===== src/sv/deq_pkg.sv =====
// ----------------------------------------------------------------------------
// deq_pkg
// Shared types and constants for the double-ended byte queue core.
// ----------------------------------------------------------------------------
package deq_pkg;

	localparam int DEPTH  = 128;
	localparam int ADDR_W = (DEPTH > 1) ? $clog2(DEPTH) : 1;
	localparam int CNT_W  = $clog2(DEPTH + 1);
	localparam int BYTE_W = 8;
	localparam int QCNT_W = 8;

	localparam logic [1:0] OP_PUSH_FRONT = 2'd0;
	localparam logic [1:0] OP_PUSH_REAR  = 2'd1;
	localparam logic [1:0] OP_POP_FRONT  = 2'd2;
	localparam logic [1:0] OP_POP_REAR   = 2'd3;

	localparam logic [1:0] STAT_OK        = 2'd0;
	localparam logic [1:0] STAT_UNDERFLOW = 2'd1;
	localparam logic [1:0] STAT_OVERFLOW  = 2'd2;

	typedef struct packed {
		logic [1:0]        op;
		logic [BYTE_W-1:0] data_in;
	} cmd_t;

	typedef struct packed {
		logic [BYTE_W-1:0] popped_value;
		logic [BYTE_W-1:0] front_value;
		logic [BYTE_W-1:0] rear_value;
		logic [QCNT_W-1:0] entry_count;
		logic [1:0]        status;
	} result_t;

	typedef struct packed {
		logic              push;
		logic              rear;
		logic [BYTE_W-1:0] data;
	} job_t;

	typedef struct packed {
		logic valid;
		job_t job;
	} job_req_t;

endpackage


===== src/sv/deq_front.sv =====
// ----------------------------------------------------------------------------
// deq_front
// Accepts commands, decodes them into jobs and holds them in a two-entry queue.
// ----------------------------------------------------------------------------
module deq_front import deq_pkg::*; (
	input  logic     clk,
	input  logic     arst_n,
	input  logic     start,
	input  cmd_t     cmd,
	output logic     busy,
	output job_req_t req,
	input  logic     take
);

	job_t       slot_q [2];
	logic       wr_ptr_q;
	logic       rd_ptr_q;
	logic [1:0] used_q;
	logic       push_en;
	logic       pop_en;
	job_t       job_new;

	always_comb begin
		job_new.data = cmd.data_in;
		job_new.push = 1'b0;
		job_new.rear = 1'b0;
		unique case (cmd.op)
			OP_PUSH_FRONT: begin
				job_new.push = 1'b1;
				job_new.rear = 1'b0;
			end
			OP_PUSH_REAR: begin
				job_new.push = 1'b1;
				job_new.rear = 1'b1;
			end
			OP_POP_FRONT: begin
				job_new.push = 1'b0;
				job_new.rear = 1'b0;
			end
			OP_POP_REAR: begin
				job_new.push = 1'b0;
				job_new.rear = 1'b1;
			end
			default: begin
				job_new.push = 1'b0;
				job_new.rear = 1'b0;
			end
		endcase
	end

	assign busy      = (used_q == 2'd2);
	assign push_en   = start && !busy;
	assign req.valid = (used_q != 2'd0);
	assign req.job   = slot_q[rd_ptr_q];
	assign pop_en    = take && req.valid;

	always_ff @(posedge clk) begin
		if (push_en) begin
			slot_q[wr_ptr_q] <= job_new;
		end
	end

	always_ff @(posedge clk or negedge arst_n) begin
		if (!arst_n) begin
			wr_ptr_q <= 1'b0;
			rd_ptr_q <= 1'b0;
			used_q   <= 2'd0;
		end else begin
			if (push_en) begin
				wr_ptr_q <= ~wr_ptr_q;
			end
			if (pop_en) begin
				rd_ptr_q <= ~rd_ptr_q;
			end
			if (push_en && !pop_en) begin
				used_q <= used_q + 2'd1;
			end else if (pop_en && !push_en) begin
				used_q <= used_q - 2'd1;
			end
		end
	end

endmodule


===== src/sv/deq_back.sv =====
// ----------------------------------------------------------------------------
// deq_back
// Executes queued jobs on the ring buffer and registers one result per job.
// ----------------------------------------------------------------------------
module deq_back import deq_pkg::*; (
	input  logic     clk,
	input  logic     arst_n,
	input  job_req_t req,
	output logic     take,
	output logic     done,
	output result_t  result
);

	localparam logic ST_IDLE = 1'b0;
	localparam logic ST_READ = 1'b1;

	logic [BYTE_W-1:0] mem [DEPTH];
	logic [BYTE_W-1:0] rdata_q;

	logic              state_q, state_d;
	logic [ADDR_W-1:0] head_q, head_d;
	logic [ADDR_W-1:0] tail_q, tail_d;
	logic [CNT_W-1:0]  cnt_q, cnt_d;
	logic [BYTE_W-1:0] front_q, front_d;
	logic [BYTE_W-1:0] rear_q, rear_d;
	logic [BYTE_W-1:0] popped_q, popped_d;
	logic              side_q, side_d;
	logic              done_q, done_d;
	result_t           res_q, res_d;

	logic [ADDR_W-1:0] head_inc, head_dec, tail_inc, tail_dec;
	logic [ADDR_W-1:0] waddr, raddr;
	logic              we;

	assign head_inc = (head_q == ADDR_W'(DEPTH - 1)) ? '0 : head_q + 1'b1;
	assign head_dec = (head_q == '0) ? ADDR_W'(DEPTH - 1) : head_q - 1'b1;
	assign tail_inc = (tail_q == ADDR_W'(DEPTH - 1)) ? '0 : tail_q + 1'b1;
	assign tail_dec = (tail_q == '0) ? ADDR_W'(DEPTH - 1) : tail_q - 1'b1;

	always_comb begin
		state_d  = state_q;
		head_d   = head_q;
		tail_d   = tail_q;
		cnt_d    = cnt_q;
		front_d  = front_q;
		rear_d   = rear_q;
		popped_d = popped_q;
		side_d   = side_q;
		done_d   = 1'b0;
		take     = 1'b0;
		we       = 1'b0;
		waddr    = head_dec;
		raddr    = head_inc;
		res_d    = res_q;
		res_d.popped_value = '0;
		res_d.status       = STAT_OK;
		unique case (state_q)
			ST_IDLE: begin
				if (req.valid) begin
					take = 1'b1;
					if (req.job.push) begin
						done_d = 1'b1;
						if (cnt_q == CNT_W'(DEPTH)) begin
							res_d.status = STAT_OVERFLOW;
						end else begin
							we    = 1'b1;
							cnt_d = cnt_q + 1'b1;
							if (req.job.rear) begin
								waddr  = tail_inc;
								tail_d = tail_inc;
								rear_d = req.job.data;
								if (cnt_q == '0) begin
									front_d = req.job.data;
								end
							end else begin
								waddr   = head_dec;
								head_d  = head_dec;
								front_d = req.job.data;
								if (cnt_q == '0) begin
									rear_d = req.job.data;
								end
							end
						end
					end else if (cnt_q == '0) begin
						done_d       = 1'b1;
						res_d.status = STAT_UNDERFLOW;
					end else begin
						cnt_d    = cnt_q - 1'b1;
						popped_d = req.job.rear ? rear_q : front_q;
						side_d   = req.job.rear;
						if (req.job.rear) begin
							tail_d = tail_dec;
							raddr  = tail_dec;
						end else begin
							head_d = head_inc;
							raddr  = head_inc;
						end
						if (cnt_q == CNT_W'(1)) begin
							done_d             = 1'b1;
							res_d.popped_value = popped_d;
						end else begin
							state_d = ST_READ;
						end
					end
				end
			end
			ST_READ: begin
				if (side_q) begin
					rear_d = rdata_q;
				end else begin
					front_d = rdata_q;
				end
				done_d             = 1'b1;
				res_d.popped_value = popped_q;
				state_d            = ST_IDLE;
			end
			default: begin
				state_d = ST_IDLE;
			end
		endcase
		res_d.entry_count = QCNT_W'(cnt_d);
		res_d.front_value = (cnt_d == '0) ? '0 : front_d;
		res_d.rear_value  = (cnt_d == '0) ? '0 : rear_d;
	end

	always_ff @(posedge clk) begin
		if (we) begin
			mem[waddr] <= req.job.data;
		end
		rdata_q <= mem[raddr];
	end

	always_ff @(posedge clk) begin
		front_q  <= front_d;
		rear_q   <= rear_d;
		popped_q <= popped_d;
		side_q   <= side_d;
		res_q    <= res_d;
	end

	always_ff @(posedge clk or negedge arst_n) begin
		if (!arst_n) begin
			state_q <= ST_IDLE;
			head_q  <= '0;
			tail_q  <= ADDR_W'(DEPTH - 1);
			cnt_q   <= '0;
			done_q  <= 1'b0;
		end else begin
			state_q <= state_d;
			head_q  <= head_d;
			tail_q  <= tail_d;
			cnt_q   <= cnt_d;
			done_q  <= done_d;
		end
	end

	assign done   = done_q;
	assign result = res_q;

endmodule


===== src/sv/double_ended_queue_core.sv =====
// ----------------------------------------------------------------------------
// double_ended_queue_core
// Bounded double-ended byte queue on a ring buffer with one result per item.
//
//   channel   handshake        payload
//   command   start / busy     cmd    (op, data_in)
//   result    done (strobe)    result (popped, front, rear, count, status)
//
// A push, an overflow, an underflow or a pop that empties the queue ends in the
// execution unit's idle state; a pop that leaves bytes also passes its read
// state, bound by the registered read of the slot memory, and blocks the next
// job until it is through. Pushes sustain one item per cycle while no such pop
// holds the unit. done is registered behind the job queue slot, the execution
// unit and, for such pops, the read state. busy rises when the two-entry job
// queue is full. Reset leaves the queue empty; no clearing pass is needed.
// ----------------------------------------------------------------------------
module double_ended_queue_core import deq_pkg::*; (
	input  logic    clk,
	input  logic    arst_n,
	input  logic    start,
	input  cmd_t    cmd,
	output logic    busy,
	output logic    done,
	output result_t result
);

	job_req_t req;
	logic     take;

	deq_front u_front (
		.clk    (clk),
		.arst_n (arst_n),
		.start  (start),
		.cmd    (cmd),
		.busy   (busy),
		.req    (req),
		.take   (take)
	);

	deq_back u_back (
		.clk    (clk),
		.arst_n (arst_n),
		.req    (req),
		.take   (take),
		.done   (done),
		.result (result)
	);

`ifndef SYNTHESIS
	a_underflow_zero: assert property (@(posedge clk) disable iff (!arst_n)
		done && result.status == STAT_UNDERFLOW |->
			result.popped_value == '0 && result.entry_count == '0)
		else $error("underflow result carries data");

	a_empty_zero: assert property (@(posedge clk) disable iff (!arst_n)
		done && result.entry_count == '0 |->
			result.front_value == '0 && result.rear_value == '0)
		else $error("empty queue reports front or rear byte");

	a_count_bound: assert property (@(posedge clk) disable iff (!arst_n)
		done |-> 32'(result.entry_count) <= DEPTH)
		else $error("entry count exceeds depth");

	a_no_done_unless_job: assert property (@(posedge clk) disable iff (!arst_n)
		done |-> $past(take) || $past(u_back.state_q == 1'b1))
		else $error("result without a job");
`endif

endmodule

===== config.mk =====
export PLATFORM = sky130hd
export DESIGN_NAME = double_ended_queue_core
export DESIGN_NICKNAME = d
export VERILOG_FILES = /design/src/sv/deq_pkg.sv /design/src/sv/deq_front.sv /design/src/sv/deq_back.sv /design/src/sv/double_ended_queue_core.sv
export SDC_FILE = /design/constraint.sdc
export NUM_CORES = 2
export LEC_CHECK = 0
export ABC_AREA = 1
export BUFFER_PORTS_ARGS = -buffer_cell sky130_fd_sc_hd__buf_2
export CAP_MARGIN = 5
export CELL_PAD_IN_SITES_DETAIL_PLACEMENT = 1
export CELL_PAD_IN_SITES_GLOBAL_PLACEMENT = 1
export CORE_UTILIZATION = 56
export CTS_BUF_LIST = sky130_fd_sc_hd__clkbuf_4 sky130_fd_sc_hd__clkbuf_8
export CTS_CLUSTER_SIZE = 16
export DETAILED_ROUTE_END_ITERATION = 8
export PLACE_DENSITY = 0.92
export SYNTH_ARGS = -nofsm -noshare
export SYNTH_HDL_FRONTEND = slang
export SYNTH_HIERARCHICAL = 1
export SYNTH_SLANG_ARGS = --single-unit

===== constraint.sdc =====
create_clock -name clk -period 9.1 [get_ports clk]
set_input_delay 1.82 -clock clk [delete_from_list [all_inputs] [get_ports clk]]
set_output_delay 1.82 -clock clk [all_outputs]
set_load 0.01 [all_outputs]

# ---- Word level (Yosys, flattened, before mapping)
# Memory sizes are Yosys's and may differ from the RTL's. A register that Yosys moved wholly into a read port is not among the register bits.
# Index checks and enable logic that the tools add are counted.
dict set report classes {
  n_addsub 8
  multipliers 0
  n_div 0
  order_cmp 0
  eq_ne 10
  shifts 0
  muxes 75
  n_bitwise 7
  n_reduce_logical 18
}
# operator count
set op_table {}
lappend op_table {{8-bit two-way mux} 22}
lappend op_table {{7-bit two-way mux} 24}
lappend op_table {{8-bit case mux with 2 select lines} 3}
lappend op_table {{1-bit two-way mux} 19}
lappend op_table {{8-bit zero test} 2}
lappend op_table {{7-bit by 1-bit adder with 7-bit output, second input constant} 2}
lappend op_table {{7-bit equality test, second input constant} 2}
lappend op_table {{7-bit zero test} 2}
lappend op_table {{7-bit by 1-bit subtractor with 7-bit output, second input constant} 2}
lappend op_table {{5-bit AND reduction} 2}
lappend op_table {{8-bit by 1-bit adder with 8-bit output, second input constant} 1}
lappend op_table {{8-bit by 1-bit equality test with 1-bit output, second input constant} 1}
lappend op_table {{8-bit equality test, second input constant} 1}
lappend op_table {{2-bit two-way mux} 4}
lappend op_table {{2-bit case mux with 4 select lines} 1}
lappend op_table {{8-bit by 1-bit subtractor with 8-bit output, second input constant} 1}
lappend op_table {{1-bit inverter} 7}
lappend op_table {{2-bit equality test, second input constant} 3}
lappend op_table {{1-bit logical AND} 4}
lappend op_table {{2-bit != test, second input constant} 2}
lappend op_table {{1-bit case mux with 2 select lines} 2}
lappend op_table {{4-bit AND reduction} 1}
lappend op_table {{2-bit nonzero test} 2}
lappend op_table {{1-bit zero test} 3}
lappend op_table {{5 further kinds} 5}
dict set report totals {
  reg_bits 87
  latch_bits 0
  ramBits 1044
  mem_bits_ro 0
  input_bits 13
  output_inout_bits 36
  n_memories 2
}
# memory words word_bits read_ports rd_clocked_by_memory_dff write_ports line_no
set memory_table {}
lappend memory_table {u_back.mem 128 8 1 1 1 deq_back.sv:17} ;# logic [BYTE_W-1:0] mem [DEPTH];
lappend memory_table {u_front.slot_q 2 10 1 0 1 deq_front.sv:15} ;# job_t slot_q [2];

# ---- Longest topological paths before layout
dict set report logic_depth {
  ltp_word 7
  ltp_mapped 23
  depth_no_buf 19
}

# ---- Cells and area by module
# Netlist, hierarchy kept.
# module instances cells_each area_per_inst_um2
set by_module_without_submodules {}
lappend by_module_without_submodules {deq_back 1 4908 49219.7}
lappend by_module_without_submodules {deq_front 1 86 975.9}

# ---- Worst setup path before layout
# Ideal clock, no wire load.
dict set report synth_path {
  path_kind {register to register}
  start {register u_front.rd_ptr_q}
  end {register u_back.res_q, in the netlist u_back/result[20]}
  arrival_time_ns 2.876
  setup_slack_ns 6.160
  stages_incl_launch_ff 11
  synth_period_minus_slack_ns 2.940
  path_cell_list {dfrtp_1 inv_2 buf_2 nand2_1 nand2_1 inv_1 o21ai_0 inv_1 a32oi_1 inv_1 nor2_1}
}
# item line_no
set synth_rtl {}
lappend synth_rtl {{start, declared} deq_front.sv:17} ;# logic rd_ptr_q;
lappend synth_rtl {{start signal, assigned} deq_front.sv:73} ;# rd_ptr_q <= ~rd_ptr_q;
lappend synth_rtl {{end signal, assigned} deq_back.sv:138} ;# res_q <= res_d;
lappend synth_rtl {{end, declared} deq_back.sv:29} ;# result_t res_q, res_d;

==> flow_summary.yaml <==
detailed_routing:
  viasPerCell: 6.41
  vias: 40600
  wirelength_um: 184000
  drt_iter0_drc: 6008
  route.detailed.drc: 0
  ant_nets: 0
  routedWlPerCell_um: 29.0
  firstDrtPassIters: 8
timing:
  hold_viol_final: 0
  fin_tns_setup_ps: 0
  period_share_pct: 75.0
  fmax_ghz: 0.146
  finalSetupViolCount: 0
  tightest_slew_ps: 1400
  rsz0062_at_grt: "no"
  period_minus_slack_ps: 6830
  relSlewSlack_pct: 5.90
  report.final.slew_viol_count: 0
  final.setup_skew_ps: 71.8
yosys:
  synth_seq_cells: 1139
  syn_inst: 4994
  synthDistinctLibCells: 42
  synthMuxAreaShare_pct: 0
  synth_top_cells_by_area: "edfxtp_1 63%, nand2_1 11%, nand3_1 9.0%"
  yosysSeqAreaShare_pct: 66.7
  yosys.area.top_type: "edfxtp_1"
  synthSimpleGateAreaFrac_pct: 22.4
  synth_xor_area_share_pct: 0.262
  yosys.area_share.adder_pct: 0.249
  synth_top_family_by_area: "simple AND/OR/NAND/NOR gates"
  syn_area_um2: 50200
  synth_compound_area_share_pct: 1.53
  synthesis.nets: 5017
  avgSynthCellArea_um2: 10.1
  synth_top_area_share_pct: 63.0
  ys_warn_count: 6
grt:
  grt.total_usage_pct: 40.6
  first_global_vias: 43400
  grt.overflow.total: 0
  antenna_found_initial: 7
  grt_first_pass_wirelength_um: 272000
  grt_max_degree: 171
critical_path:
  worstSetupStartpointType: "flop"
  crit_family: "simple AND/OR/NAND/NOR gates"
  critical_path_class: "reg -> reg"
  cp_cell_sequence: "inv_2, nand2_1, nand2_1, inv_2, nand2_1, nor2_4, nand3_2, buf_4, nand2_8, buf_4, nand2_1, nand2_1, nand2_1, nand3_1, nand3_1, nand3_1, nand3_1, nand2_1, nand2_1, nand2_1"
  arrival_ps: 7650
  crit_path_end_kind: "flop"
  path_buf_inv: 4
  crit_fanout: 138
  cp_data_required_time_ps: 9920
  setup.worst_path.start: "u_front/rd_ptr_q"
  critical_path.max_stage_delay_ps: 930
  r2r-start: "u_front/rd_ptr_q"
  cp_slowest_cell: "buf_4"
  critPathMostFrequentCell: "nand2_1"
run:
  cap_viol_max_count: 0
clock_network:
  cts_sinks: 1139
  numCtsBuffers: 181
  cts_resized: 0
  cts_setup_buffers: 0
  clk_latency_ps: 910
  root_buffer: "clkbuf_8"
  postCtsHoldBufs: 0
  clk_pin_slew_ps: 70
  htreeDepth: 4
  cts_tree: "built"
  cts_buffer_depth: 3
layout:
  fin_nets: 5034
  layout_common_cells: "1420 x nand2_1, 1053 x edfxtp_1, 897 x nand3_1"
  final_common_cell: "nand2_1"
  multi_input_area_um2: 12400
  syn2layout_area_growth_pct: 9.10
  drive_gt1_share_pct: 8.37
  fillCellCount: 9487
  final-seq-area_um2: 33500
placed_design:
  post-dp-hpwl_um: 96900
  port_buffers: 48
  gp_congestion: 0.874
die:
  rows: 109
  core-area_um2: 88600
  start_util_pct: 56.6
  io_pins: 49
  die_h_um: 301
  die-area_um2: 90800
  die_w_um: 301
outcome:
  outcome: "completed"
worst_hold_path:
  hp-class: "reg -> reg"
  hold_start: "u_back/popped_q[6]"
==> path summary, 6_finish.rpt <==
kind                                      to  slack (ps)  cells past startpoint
setup / recovery           u_back/rdata_q[2]        2270                     20
hold / removal             u_back/result[32]         470                      1
setup reg to reg           u_back/rdata_q[2]        2270                     20
hold reg to reg            u_back/result[32]         470                      1
max in group asynchronous   u_back/head_q[6]        7610                      1
min in group asynchronous    u_back/cnt_q[0]         980                      1
==> synth_stat cells (all sizes together) <==
library cell,number
xor2,11
clkbuf,44
o221ai,2
nor4,1
and3,1
xnor2,4
nand3b,57
edfxtp,1053
a32o,8
dfxtp,58
nor2,205
buf,214
clkinv,1
dfrtp,21
nand2,1437
or2,3
nand3,899
nor3,8
a21oi,7
a31oi,2
dfstp,7
o21ai,67
o211ai,15
inv,836
ha,10
nand4,5
a32oi,16
o22ai,2
==> state kept, by name, summed over array words and instances (netlist names) <==
| signal | cells |
|---|---|
| u_front/used_q | 2 |
| u_back/side_q | 1 |
| u_back/done | 1 |
| u_back/rear_q | 8 |
| u_back/result | 34 |
| u_back/state_q | 1 |
| u_back/mem | 1024 |
| u_back/head_q | 7 |
| u_front/slot_q | 20 |
| u_back/front_q | 8 |
| u_front/rd_ptr_q | 1 |
| u_front/wr_ptr_q | 1 |
| u_back/tail_q | 7 |
| u_back/cnt_q | 8 |
| u_back/rdata_q | 8 |
| u_back/popped_q | 8 |
==> worst reg2reg max path: stages, from the launching register on <==
cell and delay, ps:
dfrtp_1 600, inv_2 210, nand2_1 110, nand2_1 560, inv_2 350, nand2_1 170, nor2_4 720, nand3_2 110
buf_4 480, nand2_8 810, buf_4 1100, nand2_1 310, nand2_1 160, nand2_1 80, nand3_1 160, nand3_1 150
nand3_1 200, nand3_1 220, nand2_1 130, nand2_1 80, nand2_1 60
==> stage by stage <==
step,instance area (um^2),setup WS (ps),hold slack [ps],cells,utilization (%)
4_1_cts,54800,2700,473,6326,61.8
2_1_floorplan,50200,6160,435,4994,-
6_report,54800,2270,469,6330,61.8
3_3_place_gp,51100,3320,456,5993,57.7
3_5_place_dp,51100,3060,452,5993,57.7
5_1_grt,54800,2090,506,6327,61.8
==> layout make-up <==
type	instances	area share [%]
Antenna cell	4	0.0183
Inverter	837	5.76
Tap cell	1165	2.66
Multi-Input combinational cell	2760	22.6
Clock buffer	269	5.93
Sequential cell	1139	61.2
Timing Repair Buffer	92	1.11
Clock inverter	64	0.727
==> cell families after synthesis <==
group | after synthesis
AO/OA/AOI/OAI | 119
XOR/XNOR | 15
adder cells (fa/ha/maj) | 10
buffers and inverters | 1095
flip-flops | 1139
AND/OR/NAND/NOR | 2616
==> metal layers <==
metal	wire length (um)	part of all wire, %	GRT usage (%)
met5	103	0.056	0.423
met4	14900	8.1	29.5
met3	22100	12	11.7
met2	86300	47	65.1
met1	60500	33	46.7
Power is not shown: default switching activity piles up to over one toggle a cycle in this logic, so the estimate is an artifact.
